--- config.mk ---
export PLATFORM = sky130hd
export DESIGN_NAME = wdt_controller
export DESIGN_NICKNAME = d
export VERILOG_FILES = /design/src/rtl/wdt_pkg.sv /design/src/rtl/wdt_controller.sv
export SDC_FILE = /design/constraint.sdc
export NUM_CORES = 1
export LEC_CHECK = 0
export BUFFER_PORTS_ARGS = -buffer_cell sky130_fd_sc_hd__buf_2
export CAP_MARGIN = 15
export CORE_AREA = 8 8 45 47
export CTS_CLUSTER_DIAMETER = 200
export CTS_CLUSTER_SIZE = 10
export DETAILED_ROUTE_END_ITERATION = 6
export DIE_AREA = 0 0 53 55
export GPL_TIMING_DRIVEN = 1
export PLACE_DENSITY = 0.4
export SETUP_SLACK_MARGIN = 0.05
export SYNTH_ARGS = -nofsm -noshare
export SYNTH_HDL_FRONTEND = slang
export SYNTH_SLANG_ARGS = --single-unit
--- constraint.sdc ---
create_clock -name clock -period 1.3 [get_ports clock]
set_input_delay 0 -clock clock [delete_from_list [all_inputs] [get_ports clock]]
set_output_delay 0 -clock clock [all_outputs]
set_load 0.05 [all_outputs]
--- src/rtl/wdt_pkg.sv ---
// Shared constants, opcodes, types and key normalisation for the word dictionary table.
// No dependencies.
`default_nettype none

package wdt_pkg;

   localparam int DICT_SIZE      = 64;
   localparam int MAX_WORD_CHARS = 8;

   localparam int KEY_W = 64;
   localparam int OP_W  = 3;
   localparam int OUT_W = 7;
   localparam int IDX_W = (DICT_SIZE > 1) ? $clog2(DICT_SIZE) : 1;
   localparam int CNT_W = $clog2(DICT_SIZE + 1);

   localparam logic [OP_W-1:0] OP_CLEAR  = 3'd0;
   localparam logic [OP_W-1:0] OP_INSERT = 3'd1;
   localparam logic [OP_W-1:0] OP_DELETE = 3'd2;
   localparam logic [OP_W-1:0] OP_LOOKUP = 3'd3;
   localparam logic [OP_W-1:0] OP_UPDATE = 3'd4;

   // Controller to datapath commands.
   typedef struct packed {
      logic load;
      logic scan_step;
      logic wr_insert;
      logic wr_update;
      logic rd_last;
      logic wr_delete;
      logic clr_count;
      logic finish;
   } cmd_type;

   // Datapath to controller status.
   typedef struct packed {
      logic [OP_W-1:0] op;
      logic            scan_done;
      logic            found;
      logic            is_full;
      logic            rsp_busy;
   } status_type;

   // Cut a key at its first zero byte and after MAX_WORD_CHARS characters.
   function automatic logic [KEY_W-1:0] normalize_key(input logic [KEY_W-1:0] k);
      logic [KEY_W-1:0] r;
      logic             alive;
      r     = '0;
      alive = 1'b1;
      for (int i = 0; i < 8; i++) begin
         if (i >= MAX_WORD_CHARS) alive = 1'b0;
         if (k[KEY_W-1-8*i -: 8] == 8'h00) alive = 1'b0;
         if (alive) r[KEY_W-1-8*i -: 8] = k[KEY_W-1-8*i -: 8];
      end
      return r;
   endfunction

endpackage

`default_nettype wire

--- src/rtl/wdt_controller.sv ---
// Controller: sequences accept, scan, commit and result for one item at a time.
// Depends on wdt_pkg.
`default_nettype none

module wdt_controller import wdt_pkg::*; (
   input  wire logic       clock,
   input  wire logic       reset,
   input  wire logic       req_valid,
   output logic            req_ready,
   input  wire status_type status,
   output cmd_type         cmd
);

   typedef enum logic [2:0] {
      S_IDLE,
      S_SCAN,
      S_ACT,
      S_DEL_WR
   } state_type;

   state_type state_ff, state_in;

   always_comb begin
      cmd       = '0;
      state_in  = state_ff;
      req_ready = 1'b0;
      case (state_ff)
         S_IDLE: begin
            req_ready = 1'b1;
            if (req_valid) begin
               cmd.load = 1'b1;
               state_in = S_SCAN;
            end
         end
         S_SCAN: begin
            if (status.op inside {OP_INSERT, OP_DELETE, OP_LOOKUP, OP_UPDATE}) begin
               cmd.scan_step = 1'b1;
               if (status.scan_done) state_in = S_ACT;
            end else begin
               state_in = S_ACT;
            end
         end
         S_ACT: begin
            // hold until the result register is free
            if (!status.rsp_busy) begin
               cmd.finish = 1'b1;
               state_in   = S_IDLE;
               case (status.op)
                  OP_CLEAR:  cmd.clr_count = 1'b1;
                  OP_INSERT: cmd.wr_insert = !status.found && !status.is_full;
                  OP_DELETE: begin
                     if (status.found) begin
                        cmd.finish  = 1'b0;
                        cmd.rd_last = 1'b1;
                        state_in    = S_DEL_WR;
                     end
                  end
                  OP_UPDATE: cmd.wr_update = status.found;
                  default:   cmd.finish = 1'b1;
               endcase
            end
         end
         S_DEL_WR: begin
            cmd.wr_delete = 1'b1;
            cmd.finish    = 1'b1;
            state_in      = S_IDLE;
         end
         default: state_in = S_IDLE;
      endcase
   end

   always_ff @(posedge clock) begin
      if (reset) state_ff <= S_IDLE;
      else       state_ff <= state_in;
   end

endmodule

`default_nettype wire

==> metrics.md <==
| Metric | Value |
|---|---|
| Status | finished with violations |
| Failing checks | negative setup slack |
| Final setup vio count | 7 |
| Relative slew slack | a little under three quarters |
| Clk Tree Root Cell | clkbuf_4 |
| Hold Fails Final Rpt | 0 |
| Layout Skew | 4.31 ps |
| Finished Cell Area | 622 um2 |
| Max Cap Viol | 0 |
| Core ar. | 1380 um2 |
| GP Congestion | 0.669 |
| Fmax | 656 MHz |
| RSZ-0062 raised after global routing | true |
| CP Launch Point | state_ff[0] |
| Fin crit share | 117% |
| WHS Path Cells | 3 |
| Layout cells sized above 1 | about four fifths |
| Post-layout min period | 1520 ps |
| Clock Latency Late Sink | approximately 230 ps |
| Largest register FFs | 2 |
| Vias/cell | 4.25 |
| DRT Wirelength | ~900 um |
| Leak | 0.270 nW |
| Wire per inst | 11.3 um |
| First DRT Iteration DRCs | 1 |
| Top Registers | state_ff: 2 flops |
| Seq cells post-synth | 2 |
| Power Density | 690 nW/um2 |
| I/O Pins | 19 |
| Fin nets | 76 |
| Fillers | 140 |
| R2r worst-path depth | 5 |
| TritonCTS clock tree | built |
| Setup Crit Path Kind | reg2out |
| CP Launch Type | flop |
| Critical Path AT | 1520 ps |
| Synth cell types | 18 |
| R2R Path Start | state_ff[1] |
| Final Util | 44.9% |
| DR DRC count | 0 |
| Rows | 14 |
| DR vias | 340 |
| Crit Path Max Fanout | 3 |
| Worst Path Required | around 1300 ps |
| GR Overflow Total | 0 |
| Initial antenna violation count | 0 |
| CTS Buffer Depth | 2 |
| Die area | 2920 um2 |
| First-pass GRT wire length | 1.55 mm |
| Initial Util | approximately 15% |
| Clock Sinks | 2 |
| Post-synthesis cell count | 28 |
| TritonCTS buffer count | 3 |
| Syn Nets | 38 |
| Drt first pass iters | 2 |
| Largest Register | state_ff |
| Number of antenna-violating nets in the routed design | 0 |
| Largest net degree at the start of global routing | 7 |
| Number of global-route vias before repair | 367 |
| Dpl ws | -168 ps |
| Yosys warns | 0 |
| DIE WIDTH | about 53 um |
| Port Buffer Count | 18 |
| Post-Synthesis Cell Area | 205 um2 |
| Placed Instance Area | 415 um2 |
| Area growth from synthesis to layout | 203% |
| DIE HEIGHT | 55 um |
| Mean post-synth cell area | 7.33 um2 |
| Min-Delay Startpoint | status[3] |
| Setup TNS | -1080 ps |
| Clock Pin Slew Worst Setup and Hold Paths | about 30 ps |
| Most frequent cells in the layout | 12 x buf_4, 9 x buf_2, 8 x buf_6 |
| Hold Path Class | in2reg |
| Inst Count DP | 68 |
| # H-tree levels | 1 |
| GRT Util Overall | under 10% |
| VDD IR max | 0.000487 V |
| Seq/Total Area, Yosys | between 10% and 20% |
| Slew Viols, Final | 0 |
| Final worst slack | -224 ps |
| Post-Layout Cell Count | 80 |
| # diodes | 0 |
| Actual slew at the worst max-slew pin | 428 ps |
| Worst Setup End Kind | primary output |
| Commonest non-fill, non-tap cell in the layout | buf_4 |
==> Yosys cell counts <==
| master | n | area (um2) |
|---|---|---|
| nand2b_1 | 4 | 25.0 |
| and2_1 | 2 | 12.5 |
| dfxtp_1 | 2 | 40.0 |
| inv_1 | 2 | 7.51 |
| nand2_1 | 2 | 7.51 |
| nor2_1 | 2 | 7.51 |
| nor3_1 | 2 | 10.0 |
| nor4_1 | 2 | 12.5 |
| a31oi_1 | 1 | 6.26 |
| nand3b_1 | 1 | 7.51 |
| nor3b_1 | 1 | 7.51 |
| o21ai_0 | 1 | 5.00 |
| o2bb2ai_1 | 1 | 8.76 |
| o31a_1 | 1 | 8.76 |
| or2_1 | 1 | 6.26 |
| or3b_1 | 1 | 8.76 |
| or4b_1 | 1 | 10.0 |
| or4b_4 | 1 | 13.8 |
==> metal layers <==
metal / vias up / routed length, um / GRT usage, %
li1: 174 / - / -
met1: 152 / 349 / 6.83
met2: 12 / 455 / 12.7
met3: 2 / 82 / 4.55
met4: 0 / 16 / 3.88
met5: - / 0 / 0
==> final cells by class <==
class / count / area [um2] / share of cell area [%]
well taps: 16 / 20.0 / 3.22
inverters: 2 / 11.3 / 1.81
repair buffers: 33 / 280 / 45.1
multi-input cells: 24 / 245 / 39.4
flip-flops and latches: 2 / 42.5 / 6.84
clock buffers: 3 / 22.5 / 3.62
==> per-stage QoR <==
stage / hold slack (ps) / power, W
global placement: 208 / 0.000218
global route: 67.9 / 0.000469
floorplan: 59.4 / 0.000154
CTS: 64.6 / 0.000417
detailed placement: 178 / 0.000216
finish: 68.4 / 0.000429
==> repair_timing <==
| action | 4_1_cts | 5_1_grt |
|---|---|---|
| setup endpoints to repair | 8 | 11 |
| gates resized for setup | 25 | 10 |
| pin swaps | 9 | 3 |
| cloned | 0 | 0 |
| hold buffers | 1 | 0 |
| buffers inserted | 8 | 1 |
| hold endpoints to repair | 1 | 0 |
==> where the power goes <==
| part | total (W) | switching, W | internal, W |
|---|---|---|---|
| clock | 0.000143 | 0.0000412 | 0.000102 |
| sequential | 0.0000702 | 0.00000238 | 0.0000678 |
| combinational | 0.000216 | 0.000109 | 0.000107 |
==> path summary, 6_finish.rpt <==
check	slack [ps]	to
setup reg to reg	-140	state_ff[1]
hold reg to reg	720	state_ff[1]
hold / removal	70	state_ff[0]
setup / recovery	-220	cmd[3]
==> logic make-up (layout without fill, tap and decap cells) <==
logic type      after synthesis  after routing  synth area share, %
buf+inv                       2             38                 3.66
flops                         2              2                 19.5
compound gates                4              4                 14.0
simple gates                 20             20                 62.8
==> critical path: stages, from the launching register on <==
cell and delay [ps]:
dfxtp_2 300, or4b_4 510, or2_4 260, clkinvlp_4 70, buf_8 130
Note: power is estimated with default switching activity, not from simulation.
